**src/hw/rtl/deq_pkg.sv**
```systemverilog
// shared types and constants for the double-ended queue
// no dependencies; used by deq_cell, double_ended_queue and the testbench
`timescale 1ns / 1ps
`default_nettype none

package deq_pkg;

  localparam int unsigned Depth     = 16;
  localparam int unsigned DataWidth = 32;

  typedef enum logic [1:0] {
    ActPushFront = 2'd0,
    ActPushRear  = 2'd1,
    ActPopFront  = 2'd2,
    ActPopRear   = 2'd3
  } action_e;

  typedef enum logic [1:0] {
    StOk    = 2'd0,
    StEmpty = 2'd1,
    StFull  = 2'd2
  } status_e;

  // command broadcast to every cell of the row
  typedef struct packed {
    logic    en;
    action_e act;
  } cell_cmd_t;

endpackage

`default_nettype wire

```
**src/hw/rtl/double_ended_queue.sv**
```systemverilog
// top level of the double-ended queue: row of deq_cell slots and result register
// depends on deq_pkg and deq_cell
`timescale 1ns / 1ps
`default_nettype none

// Double-ended queue of signed 32-bit words, deq_pkg::Depth entries deep.
// The entries sit in a row of cells with the front in cell 0; the occupied
// cells always form an unbroken run from cell 0, so fullness is the last
// cell's occupancy bit and emptiness is cell 0's. A front push shifts the
// whole row one cell rearwards and drops the word into cell 0, a front pop
// shifts it one cell frontwards, and rear operations touch only the cell at
// the end of the run. Every transfer in gives exactly one transfer out:
// popped_value_o (-1 for a pop on an empty deque, 0 for any push), status_o
// (0 ok, 1 pop on empty, 2 push on full) and now_empty_o. Rate: one item per
// clock cycle while the output side does not stall, with a registered result;
// the row shifts once per cycle, so one item per cycle is what it
// takes. The result register holds a finished result while the next input
// is taken, and in_stall_o rises only when that register is full and the
// output side stalls. Rejected items leave the row untouched. No clearing
// pass is needed after reset: only the occupancy bits are reset.

module double_ended_queue (
  input  wire logic                          clk_i,
  input  wire logic                          rst_ni,
  input  wire logic                          in_valid_i,
  output logic                               in_stall_o,
  input  wire logic [1:0]                    action_i,
  input  wire logic signed [31:0]            value_i,
  output logic                               out_valid_o,
  input  wire logic                          out_stall_i,
  output logic signed [31:0]                 popped_value_o,
  output logic [1:0]                         status_o,
  output logic                               now_empty_o
);

  localparam int unsigned Depth = deq_pkg::Depth;
  localparam int unsigned Dw    = deq_pkg::DataWidth;

  // row wiring
  logic [Dw-1:0]      cell_data  [Depth];
  logic [Depth-1:0]   cell_valid;
  logic [Depth-1:0]   cell_last;
  logic [Dw-1:0]      left_data  [Depth];
  logic [Depth-1:0]   left_valid;
  logic [Dw-1:0]      right_data [Depth];
  logic [Depth-1:0]   right_valid;

  deq_pkg::cell_cmd_t cmd;
  deq_pkg::action_e   act;
  logic               in_accept;
  logic               is_full, is_empty;
  logic [Dw-1:0]      rear_data;

  // result register
  logic               out_valid_q, out_valid_d;
  logic [Dw-1:0]      popped_q, popped_d;
  deq_pkg::status_e   status_q, status_d;
  logic               empty_q, empty_d;

  assign act        = deq_pkg::action_e'(action_i);
  // the result register frees up in the same cycle it is taken
  assign in_stall_o = out_valid_q && out_stall_i;
  assign in_accept  = in_valid_i && !in_stall_o;

  assign is_full  = cell_valid[Depth-1];
  assign is_empty = !cell_valid[0];

  // neighbour links; cell 0 sees the incoming word on its left, the last
  // cell sees an empty slot on its right
  always_comb begin
    for (int i = 0; i < Depth; i++) begin
      if (i == 0) begin
        left_data[i]  = value_i;
        left_valid[i] = 1'b1;
      end else begin
        left_data[i]  = cell_data[i-1];
        left_valid[i] = cell_valid[i-1];
      end
      if (i == Depth - 1) begin
        right_data[i]  = '0;
        right_valid[i] = 1'b0;
      end else begin
        right_data[i]  = cell_data[i+1];
        right_valid[i] = cell_valid[i+1];
      end
    end
  end

  // rear word: unless the deque is empty, exactly one cell flags itself as the end of the run
  always_comb begin
    rear_data = '0;
    for (int i = 0; i < Depth; i++) begin
      rear_data = rear_data | (cell_data[i] & {Dw{cell_last[i]}});
    end
  end

  // command to the row and the result of this transfer
  always_comb begin
    cmd.act  = act;
    cmd.en   = 1'b0;
    popped_d = '0;
    status_d = deq_pkg::StOk;
    empty_d  = 1'b0;
    unique case (act) inside
      deq_pkg::ActPushFront, deq_pkg::ActPushRear: begin
        // a push never leaves the deque empty
        if (is_full) status_d = deq_pkg::StFull;
        else         cmd.en   = in_accept;
      end
      default: begin
        // after a pop the deque is empty exactly when cell 1 is vacant
        empty_d = !cell_valid[1];
        if (is_empty) begin
          popped_d = '1;
          status_d = deq_pkg::StEmpty;
        end else begin
          cmd.en   = in_accept;
          popped_d = (act == deq_pkg::ActPopFront) ? cell_data[0] : rear_data;
        end
      end
    endcase
  end

  for (genvar g = 0; g < Depth; g++) begin : g_cell
    deq_cell u_cell (
      .clk_i         (clk_i),
      .rst_ni        (rst_ni),
      .cmd_i         (cmd),
      .push_value_i  (value_i),
      .left_data_i   (left_data[g]),
      .left_valid_i  (left_valid[g]),
      .right_data_i  (right_data[g]),
      .right_valid_i (right_valid[g]),
      .data_o        (cell_data[g]),
      .valid_o       (cell_valid[g]),
      .is_last_o     (cell_last[g])
    );
  end

  // result valid: set on an input transfer, cleared once taken
  always_comb begin
    out_valid_d = out_valid_q;
    if (in_accept)         out_valid_d = 1'b1;
    else if (!out_stall_i) out_valid_d = 1'b0;
  end

  always_ff @(posedge clk_i or negedge rst_ni) begin
    if (!rst_ni) begin
      out_valid_q <= 1'b0;
    end else begin
      out_valid_q <= out_valid_d;
    end
  end

  // payload loads only on an input transfer, so a stalled result holds
  always_ff @(posedge clk_i) begin
    if (in_accept) begin
      popped_q <= popped_d;
      status_q <= status_d;
      empty_q  <= empty_d;
    end
  end

  assign out_valid_o    = out_valid_q;
  assign popped_value_o = popped_q;
  assign status_o       = status_q;
  assign now_empty_o    = empty_q;

endmodule

`default_nettype wire

```
**src/hw/rtl/deq_cell.sv**
```systemverilog
// one slot of the shifting deque row: a data word and an occupancy bit
// depends on deq_pkg
`timescale 1ns / 1ps
`default_nettype none

module deq_cell (
  input  wire logic                          clk_i,
  input  wire logic                          rst_ni,
  input  wire deq_pkg::cell_cmd_t            cmd_i,
  input  wire logic [deq_pkg::DataWidth-1:0] push_value_i,
  input  wire logic [deq_pkg::DataWidth-1:0] left_data_i,
  input  wire logic                          left_valid_i,
  input  wire logic [deq_pkg::DataWidth-1:0] right_data_i,
  input  wire logic                          right_valid_i,
  output logic      [deq_pkg::DataWidth-1:0] data_o,
  output logic                               valid_o,
  output logic                               is_last_o
);

  logic [deq_pkg::DataWidth-1:0] data_q, data_d;
  logic                          valid_q, valid_d;

  always_comb begin
    data_d  = data_q;
    valid_d = valid_q;
    if (cmd_i.en) begin
      unique case (cmd_i.act)
        deq_pkg::ActPushFront: begin
          data_d  = left_data_i;
          valid_d = left_valid_i;
        end
        deq_pkg::ActPushRear: begin
          // first free slot takes the word
          if (!valid_q && left_valid_i) begin
            data_d  = push_value_i;
            valid_d = 1'b1;
          end
        end
        deq_pkg::ActPopFront: begin
          data_d  = right_data_i;
          valid_d = right_valid_i;
        end
        default: begin
          if (valid_q && !right_valid_i) valid_d = 1'b0;
        end
      endcase
    end
  end

  always_ff @(posedge clk_i or negedge rst_ni) begin
    if (!rst_ni) begin
      valid_q <= 1'b0;
    end else begin
      valid_q <= valid_d;
    end
  end

  always_ff @(posedge clk_i) begin
    data_q <= data_d;
  end

  assign data_o    = data_q;
  assign valid_o   = valid_q;
  assign is_last_o = valid_q && !right_valid_i;

endmodule

`default_nettype wire

```
**config.mk**
```make
export PLATFORM = sky130hd
export DESIGN_NAME = double_ended_queue
export DESIGN_NICKNAME = d
export VERILOG_FILES = /design/src/hw/rtl/deq_pkg.sv /design/src/hw/rtl/double_ended_queue.sv /design/src/hw/rtl/deq_cell.sv
export SDC_FILE = /design/constraint.sdc
export NUM_CORES = 1
export LEC_CHECK = 0
export BUFFER_PORTS_ARGS = -buffer_cell sky130_fd_sc_hd__buf_4
export CAP_MARGIN = 40
export CORE_MARGIN = 5
export CORE_UTILIZATION = 37
export DETAILED_ROUTE_END_ITERATION = 16
export HOLD_SLACK_MARGIN = 0.08
export SYNTH_ARGS = -nofsm -noshare
export SYNTH_HDL_FRONTEND = slang
export SYNTH_SLANG_ARGS = --single-unit
```
**constraint.sdc**
```tcl
create_clock -name clk_i -period 9.7 [get_ports clk_i]
set_input_delay 1.94 -clock clk_i [delete_from_list [all_inputs] [get_ports clk_i]]
set_output_delay 1.94 -clock clk_i [all_outputs]
set_load 0.02 [all_outputs]
```
# [Yosys cells after proc, flatten, opt, wreduce, memory -nomap -nowiden]
# Cells that the tools add are included.
[totals] reg_bits=564 word_cells=257
[classes] reduce_logical=83 bitwise=31 n_mux=88 n_eq_ne=19
[ops] op="32-bit case mux with 3 select lines" n=16
[ops] op="32-bit 2-to-1 mux" n=18
[ops] op="32-bit AND" n=16
[ops] op="32-bit OR" n=15
[ops] op="3-bit AND reduction" n=30
[ops] op="4-bit nonzero test" n=14
[ops] op="1-bit case mux with 3 select lines" n=14
[ops] op="1-bit 2-to-1 mux" n=36
[ops] op="2-bit by 1-bit != test with 1-bit output, second input constant" n=16
[ops] op="1-bit logical AND" n=17
[ops] op="1-bit zero test" n=16
[ops] op="3-bit nonzero test" n=2
[ops] op="2-bit 2-to-1 mux" n=2
[ops] op="1-bit case mux with 2 select lines" n=2
[ops] op="2-bit AND reduction" n=2
[ops] op="2-bit by 1-bit == test with 1-bit output, second input constant" n=1
[ops] op="2-bit == test, second input constant" n=1
[ops] op="2-bit zero test" n=1
[ops] op="2-bit != test, second input constant" n=1
[ops] op="2-bit OR reduction" n=1

# [Longest topological paths before layout]
# Gate-level depths: netlist of the first run.
[logic_depth] depth_word=20 depth_mapped=9

# [Cells and area by module]
# Synthesis of the first run repeated with hierarchy kept, for this count alone.
[unflattened] hier_cells=3033 area_unflattened_um2=31659.1
[modules_own_cells] mod="deq_cell at g_cell[14].u_cell ..." cells_per_inst=159 instances=9 area_each_um2=1714.1 seq_area_each_um2=985.9
[modules_own_cells] mod="deq_cell at g_cell[0].u_cell ..." cells_per_inst=159 instances=7 area_each_um2=1707.9 seq_area_each_um2=985.9
[modules_own_cells] mod="double_ended_queue" cells_per_inst=489 instances=1 area_each_um2=4276.6 seq_area_each_um2=1076.0

# [Worst setup path after synthesis of the first run]
# No wires, ideal clock.
[synth_path] path_type="input port to flip-flop" from="in action_i[1]" to="reg g_cell[11].u_cell.data_q (netlist bit g_cell[11].u_cell.data_o[0]), enable pin" path_slack_ps=4715 stages=7 setup_time_ps=432 t_arrival_ps=4553 cell_sequence="inv_1 -> ha_1 -> o21ai_2 -> nand3_1 -> or3_1 -> buf_2 -> a21oi_1"
[synth_via] elab_chain_len=4
[synth_rtl] item="start, declared" line_no="double_ended_queue.sv:27" source="input wire logic [1:0] action_i,"
[synth_rtl] item="2-bit by 1-bit == test with 1-bit output or 2-bit zero test (tied branches)" line_no="deq_cell.sv:27" source="unique case (cmd_i.act)"
[synth_rtl] item="2-bit OR reduction" line_no="double_ended_queue.sv:104" source="unique case (act) inside"
[synth_rtl] item="1-bit 2-to-1 mux" line_no="double_ended_queue.sv:104"
[synth_rtl] item="3-bit AND reduction (no source line) (*)"
[synth_rtl] item="end signal, assigned" line_no="deq_cell.sv:59" source="data_q <= data_d;"
[synth_rtl] item="end, declared" line_no="deq_cell.sv:20" source="logic [deq_pkg::DataWidth-1:0] data_q, data_d;"
# Mark *: on every way between the ends. The rest lies on a longest branch, timed or not.
# A chain may end at the register's enable or synchronous reset.

# [Worst setup path in the final report of the first run]
[layout_path] from="in action_i[0]" to="reg g_cell[12].u_cell.data_q (netlist bit g_cell[12].u_cell.data_o[19]) (data pin)"
[layout_via] elab_chain_len=2
[layout_rtl] item="2-bit == test (tied with other cells)" line_no="deq_cell.sv:27"
[layout_rtl] item="32-bit case mux with 3 select lines (*)" line_no="deq_cell.sv:27"
[layout_rtl] item="end signal, assigned" line_no="deq_cell.sv:59"
[layout_rtl] item="end, declared" line_no="deq_cell.sv:20"
# Marks and branches as above.

==> results of run 1 <==
layout by cell type, fill, tap and decap left out, types with 3 or more instances in the layout:
cell type	n
inv_1	31
dfrtp_1	11
dfrtp_2	6
buf_12	5
nor2b_1	349
a2111oi_0	10
a2111oi_2	21
a22o_1	92
bufinv_16	3
nand3_1	4
clkbuf_16	69
mux2_2	32
nand2_2	21
nor2_1	133
edfxtp_1	547
a221oi_1	15
clkinv_2	11
buf_16	7
a21oi_1	486
mux2_1	14
nor2b_4	11
a31oi_1	31
nand2_1	523
o21ai_0	90
ha_4	3
clkbuf_1	15
buf_4	120
a22oi_1	65
and3_1	29
and3b_1	66
a221oi_2	7
clkinv_1	14
a21boi_2	7
a21oi_4	16
nand2b_1	17
o21ai_1	5
nor3_1	32
flip-flops by register name (all words and copies together) (netlist names):
name                   count
g_cell.u_cell.valid_o     16
g_cell.u_cell.data_o     512
status_o                   2
popped_value_o            32
out_valid_o                1
now_empty_o                1
through the flow:
stage	instance area (um^2)	hold slack [ns]	util [%]	worst slack (ns)
2_1_floorplan	30030	0.5293	-	4.715
3_3_place_gp	31400	0.5410	38.99	4.458
3_5_place_dp	31650	0.5460	39.30	4.477
4_1_cts	33730	0.5588	41.88	5.120
5_1_grt	33730	0.5909	41.88	4.840
6_report	33730	0.5567	41.88	5.010
worst min-delay path: cells and delay by family (launching register included):
kind            cells  cell delay, ns
flops               1            0.34
compound gates      1            0.06
simple gates        1            0.05
cells in the mapped netlist, types with 3 or more instances:
cell type,count
o21ai_0,90
a21boi_2,7
a221oi_1,15
ha_1,4
inv_1,31
edfxtp_1,547
dfrtp_1,17
buf_6,5
nand2_1,524
mux2_1,14
nand2b_1,17
nand3_1,4
a221oi_2,7
a21oi_2,10
a21oi_1,492
buf_4,16
and3_1,29
a22oi_1,65
a22o_1,92
clkbuf_1,53
nand2_2,20
and2_1,3
buf_1,12
a31oi_1,31
and3b_1,66
nor2b_1,359
o21ai_1,5
buf_2,150
a2111oi_0,10
nor3_1,32
mux2_2,32
nor2_1,134
a2111oi_2,21
final cells by class:
cell class,instances,area [um^2]
antenna,1,2.502
sequential,564,16860
fill,7703,46810
timing repair buffer,132,1194
clock buffer,86,1810
multi-input combinational,2103,12160
clock inverter,33,267.8
tap,1060,1326
inverter,31,116.4
how the worst max path moves through the flow:
| stage | startpoint | endpoint | slack (ns) | cells past startpoint |
|---|---|---|---|---|
| floorplan | action_i[1] | g_cell[11].u_cell.data_o[0]$_DFFE_PP_ | 4.72 | 7 |
| global placement | action_i[0] | g_cell[1].u_cell.data_o[17]$_DFFE_PP_ | 4.46 | 8 |
| detailed placement | action_i[0] | g_cell[12].u_cell.data_o[22]$_DFFE_PP_ | 4.48 | 8 |
| CTS | action_i[0] | g_cell[9].u_cell.data_o[2]$_DFFE_PP_ | 5.12 | 8 |
| global route | action_i[0] | g_cell[9].u_cell.data_o[17]$_DFFE_PP_ | 4.84 | 8 |
| finish | action_i[0] | g_cell[12].u_cell.data_o[19]$_DFFE_PP_ | 5.01 | 8 |
cells by family (layout without fill, tap and decap cells):
group,after synthesis,count (layout),synth area share (%)
simple gates,1200,1200,20.04
fa+ha+maj,4,4,0.1667
buf+inv,267,282,4.288
flops,564,564,56.12
mux,46,46,1.725
other cells,0,1,0
compound gates,853,853,17.66
layer usage:
metal	track usage, %	up-vias
li1	-	10490
met1	32.21	11640
met2	34.55	1234
met3	4.054	171
met4	6.702	0
met5	0	-
power groups by stage:
stage / Clock [W] / Combinational, W / Sequential [W]
finish: 0.00246 / 0.00235 / 0.00320
detailed placement: 0 / 0.00229 / 0.00324
global route: 0.00259 / 0.00246 / 0.00323
CTS: 0.00249 / 0.00230 / 0.00320
floorplan: 0 / 0.00141 / 0.00319
global placement: 0 / 0.00225 / 0.00325
==> metrics.md, run 1 <==
| Metric | Value |
|---|---|
| Status | `finished clean` |
| Met2 wire length | `~45 mm` |
| Worst Hold Path Cells | `2` |
| Setup bufs post-CTS | `0` |
| Post-synthesis cell count | `just under 3000` |
| WP buf/inv | `4` |
| Area share of the largest cell type after synthesis | `~55%` |
| Clk buf depth | `3` |
| Total global routing overflow | `0` |
| CTS tree | `done` |
| Syn nets | `around 3000` |
| GPL Wtd Cong | `0.8020` |
| WL met3 | `roughly 9.7 mm` |
| Drt initial violations | `between 2000 and 3000` |
| Sequential element share of the synthesized area | `between 50 and 60%` |
| Flops & latches, synth | `between 500 and 600` |
| Layout Nets | `2940` |
| Post-DRT Antenna Nets | `0` |
| Critical path required time | `between 10 and 15 ns` |
| Via count | `approximately 24000` |
| Total clock sinks | `between 500 and 600` |
| Slowest-stage cell, CP | `and2_4` |
| Minimum clock period after layout | `4.690 ns` |
| All-Layer GR Usage | `approximately 22%` |
| Worst Hold Path EP | `g_cell[14].u_cell.data_o[2]$_DFFE_PP_` |
| Post-synth EDFFs | `547` |
| IO Count | `75` |
| Clock Skews | `~0.027 ns` |
| Power Density | `roughly 240 nW/um^2` |
| FFs w/ async S/R, synth | `around 3%` |
| TNS Setup | `0 ns` |
| Combinational fraction of design power | `between 20 and 30%` |
| Cell Area, Synth | `about 30000 um^2` |
| Crit share post-route | `48.35%` |
| DR top layer | `met4` |
| Slew Limit Fails | `0` |
| Kind of critical path | `primary input to flip-flop` |
| Skew-Pair Late Insertion Delay | `0.62 ns` |
| # H-tree levels | `3` |
| Post-CTS sizing | `0` |
| Share of layout cells above drive strength 1 | `12.07%` |
| Core Area | `between 80000 and 90000 um^2` |
| Worst slew margin | `40.24%` |
| Most used cell, CP | `buf_12` |
| Fin. Hold Viols | `0` |
| Max VDD drop | `0.1572 mV` |
| Sequential power share | `about two fifths` |
| Beginning of the worst hold path | `g_cell[15].u_cell.data_o[2]$_DFFE_PP_` |
| DR DRC count | `0` |
| Antenna violations before repair | `1` |
| Cts-stage hold buffer count | `0` |
| First-pass GRT wire length | `147.6 mm` |
| Wl on met1 | `approximately 42 mm` |
| Port Buf Inserts | `74` |
| Row Count | `around 100` |
| Total Power | `between 0.008 and 0.009 W` |
| Reg2reg start | `g_cell[0].u_cell.valid_o$_DFFE_PN0P_` |
| Die area | `just under 90000 um^2` |
| CTS clock-pin slew for the worst setup and hold paths | `roughly 0.060 ns` |
| Final setup viols | `0` |
| Layout area overhead | `12.35%` |
| RSZ-0062 raised after global routing | `no` |
| LEAKAGE | `between 10 and 15 nW` |
| Path depth of the worst reg2reg path | `6` |
| Worst R2R Setup Slack | `6.12 ns` |
| Cell taking the most area after synthesis | `edfxtp_1` |
| Max-Cap Viols | `0` |
| Vias/cell | `5.869` |
| Wire per inst | `24.98 um` |
| Net Sw Frac | `between 30% and 40%` |
| Die height | `roughly 290 um` |
| Critical Path AT | `5.15 ns` |
| CP top delay family | `buffers and inverters` |
| CP max stage delay | `between 0.7 and 0.8 ns` |
| DIE WIDTH | `294.9 um` |
| Crit Path Max Fanout | `152` |
| WL final | `roughly 100 mm` |
| Worst path cell trace | `buf_4, inv_1, ha_4, and2_4, buf_12, buf_12, a21oi_1, nand2_1` |
| Int Pwr | `~0.0052 W` |
| CTS root buffer | `clkbuf_16` |
| Crit. End Element | `flip-flop` |
| Vias in the first global route | `between 20000 and 25000` |
| HP Class | `flip-flop to flip-flop` |
| DP Wirelength | `55.10 mm` |
| Placed instance count | `roughly 3900` |
| Synth top area cells | `edfxtp_1 (55%), a21oi_1 (8.2%), nor2b_1 (7.5%)` |
| Startpoint types | `primary input` |
| Syn Area/Cell | `slightly above 10 um^2` |
| Worst flop-to-flop path endpoint | `g_cell[12].u_cell.data_o[14]$_DFFE_PP_` |
| CTS buffer count | `66` |
| Primary FF master, synth | `edfxtp_1` |
| Non-Filler Instances | `around 4000` |
| Worst-margin pin slew | `around 0.9 ns` |
| Synth cell types | `50` |
| Clk network pwr share | `a little under a third` |
| Max Clock Freq | `approximately 210 MHz` |
| First-pass DRT Iterations | `6` |
| Synth warnings | `0` |
| Starting density of the core | `37.28%` |
| Psw | `0.002858 W` |
| Largest net degree at the start of global routing | `between 150 and 200` |
Note: power is estimated with default switching activity, not from simulation.
==> run 2, diff against run 1 <==
Clock period 9.7 ns to 4.9 ns, I/O delays scaled along.
==> metrics.md, run 2 (synthesized netlist as in run 1, its figures left out) <==
| Metric | Value |
|---|---|
| Die height | `294.9 um (unchanged)` |
| Layout Nets | `2945 (+0.17%)` |
| Clk buf depth | `3 (unchanged)` |
| CTS tree | `done` |
| DP Wirelength | `57.57 mm (+4.5%)` |
| Clock Skews | `0.03024 ns (+0.003140 ns)` |
| Max reg flops | `512 (unchanged)` |
| Fill cells | `7652 (-0.66%)` |
| Wire per inst | `24.89 um (-0.39%)` |
| Share of layout cells above drive strength 1 | `12.23% (+0.16 points)` |
| Max VDD drop | `0.3271 mV (+110%)` |
| Slew Limit Fails | `0 (unchanged)` |
| First-pass GRT wire length | `145.3 mm (-1.5%)` |
| Drt initial violations | `3068 (+5.1%)` |
| DR DRC count | `0 (unchanged)` |
| First-pass DRT Iterations | `6 (unchanged)` |
| Most used cell, CP | `buf_4` |
| Worst R2R Setup Slack | `1.94 ns (-4.18 ns)` |
| Post-CTS sizing | `0 (unchanged)` |
| # H-tree levels | `2 (-1)` |
| Layout area overhead | `12.44% (about the same)` |
| Multi-input logic area | `12160 um^2 (unchanged)` |
| Core Area | `80550 um^2 (unchanged)` |
| Antenna violations before repair | `0 (-1)` |
| WL final | `99.87 mm (-0.32%)` |
| Skew-Pair Late Insertion Delay | `0.65 ns (+0.03 ns)` |
| Crit. End Element | `flip-flop` |
| Final setup viols | `0 (unchanged)` |
| All-Layer GR Usage | `22.09% (-0.25 points)` |
| Startpoint types | `primary input` |
| Starting density of the core | `37.28% (unchanged)` |
| Max-Cap Viols | `0 (unchanged)` |
| Worst-margin pin slew | `0.9200 ns (+0.02350 ns)` |
| DIE WIDTH | `294.9 um (unchanged)` |
| Non-Filler Instances | `4013 (+0.075%)` |
| Crit Path Max Fanout | `22 (-86%)` |
| Row Count | `104 (unchanged)` |
| Fin. Hold Viols | `0 (unchanged)` |
| Vias/cell | `5.753 (-2.0%)` |
| Total global routing overflow | `0 (unchanged)` |
| Via count | `23090 (-1.9%)` |
| Slowest-stage cell, CP | `a21oi_4` |
| Power Density | `464.9 nW/um^2 (+96%)` |
| Die area | `86950 um^2 (unchanged)` |
| LEAKAGE | `12.71 nW (about the same)` |
| Setup bufs post-CTS | `0 (unchanged)` |
| TNS Setup | `0 ns (unchanged)` |
| Vias in the first global route | `21670 (-0.65%)` |
| HP Class | `primary input to async pin` |
| Cts-stage hold buffer count | `0 (unchanged)` |
| GPL Wtd Cong | `0.7931 (-1.1%)` |
| Worst slew margin | `38.67% (-1.6 points)` |
| Worst flop-to-flop path endpoint | `popped_value_o[13]$_SDFFCE_PP0P_` |
| RSZ-0062 raised after global routing | `no` |
| Most frequent cells in the layout | `edfxtp_1 (547), nand2_1 (523), a21oi_1 (486), nor2b_1 (349), nor2_1 (133)` |
| Critical Path AT | `3.61 ns (-1.54 ns)` |
| CTS root buffer | `clkbuf_16` |
| Worst path cell trace | `buf_4, inv_1, ha_4, o21ai_2, nand3_1, or3_1, buf_4, a21oi_4, buf_4` |
| Commonest non-fill, non-tap cell in the layout | `edfxtp_1` |
| Max Clock Freq | `between 300 and 400 MHz` |
| Critical path required time | `5.25 ns (-4.91 ns)` |
| FF/Latch Area | `16860 um^2 (unchanged)` |
| CP max stage delay | `0.71 ns (-0.03 ns)` |
| CTS clock-pin slew for the worst setup and hold paths | `0.06 ns (about the same)` |
| Crit share post-route | `66.52%` |
| Reg2reg start | `g_cell[0].u_cell.valid_o$_DFFE_PN0P_` |
| CTS buffer count | `61 (-7.6%)` |
| Largest net degree at the start of global routing | `153 (unchanged)` |
| Path depth of the worst reg2reg path | `5 (-1)` |
| Post-DRT Antenna Nets | `0 (unchanged)` |
| IO Count | `75 (unchanged)` |
| Kind of critical path | `primary input to flip-flop` |
| Port Buf Inserts | `74 (unchanged)` |
| Total clock sinks | `564 (unchanged)` |
| Minimum clock period after layout | `approximately 3.3 ns` |
| Core Util, Final | `41.91% (about the same)` |
| Placed instance count | `3900 (+0.26%)` |
| Status | `finished clean` |
-- run 2: worst max-delay path: cells and delay by family --
kind | cells | cell delay [ns]
compound gates | 2 | 0.98
buf+inv | 4 | 0.82
fa+ha+maj | 1 | 0.30
simple gates | 2 | 0.49
-- run 2: layout make-up --
class	count	area share (%)
well taps	1060	3.928
clock inverters	40	1.008
inverters	31	0.3447
multi-input cells	2103	36.02
repair buffers	142	4.054
diodes	1	0.007412
flip-flops and latches	564	49.94
clock buffers	72	4.707
-- run 2: per-stage QoR --
stage               worst slack (ns)  hold slack [ns]  total power, W  cell area, um^2
floorplan                     0.8754           0.5293        0.009106            30030
global placement               1.006           0.5408         0.01097            31670
detailed placement            0.9940           0.5479         0.01111            31830
CTS                            1.667           0.1759         0.01568            33760
global route                   1.557           0.1893         0.01625            33760
finish                         1.641           0.2107         0.01569            33760
-- run 2: metal layers --
layer	routed length, um	vias to the layer above	global-route usage, %
li1	-	10500	-
met1	41820	11290	31.16
met2	46150	1085	35.28
met3	8348	212	3.579
met4	3545	0	6.690
met5	0	-	0
-- run 2: report_power, final --
| group | internal [W] | switching (W) |
|---|---|---|
| Clock | 0.00257 | 0.00202 |
| Sequential | 0.00595 | 0.000449 |
| Combinational | 0.00159 | 0.00312 |
-- run 2: how the worst max path moves through the flow --
stage                           start                                     end  cells after the start
after floorplan           action_i[1]   g_cell[11].u_cell.data_o[0]$_DFFE_PP_                      7
after global routing      action_i[1]  g_cell[12].u_cell.data_o[29]$_DFFE_PP_                      9
after detailed placement  action_i[1]  g_cell[12].u_cell.data_o[26]$_DFFE_PP_                      9
after global placement    action_i[1]  g_cell[12].u_cell.data_o[25]$_DFFE_PP_                      9
after CTS                 action_i[1]  g_cell[12].u_cell.data_o[29]$_DFFE_PP_                      9
final                     action_i[1]  g_cell[12].u_cell.data_o[31]$_DFFE_PP_                      9
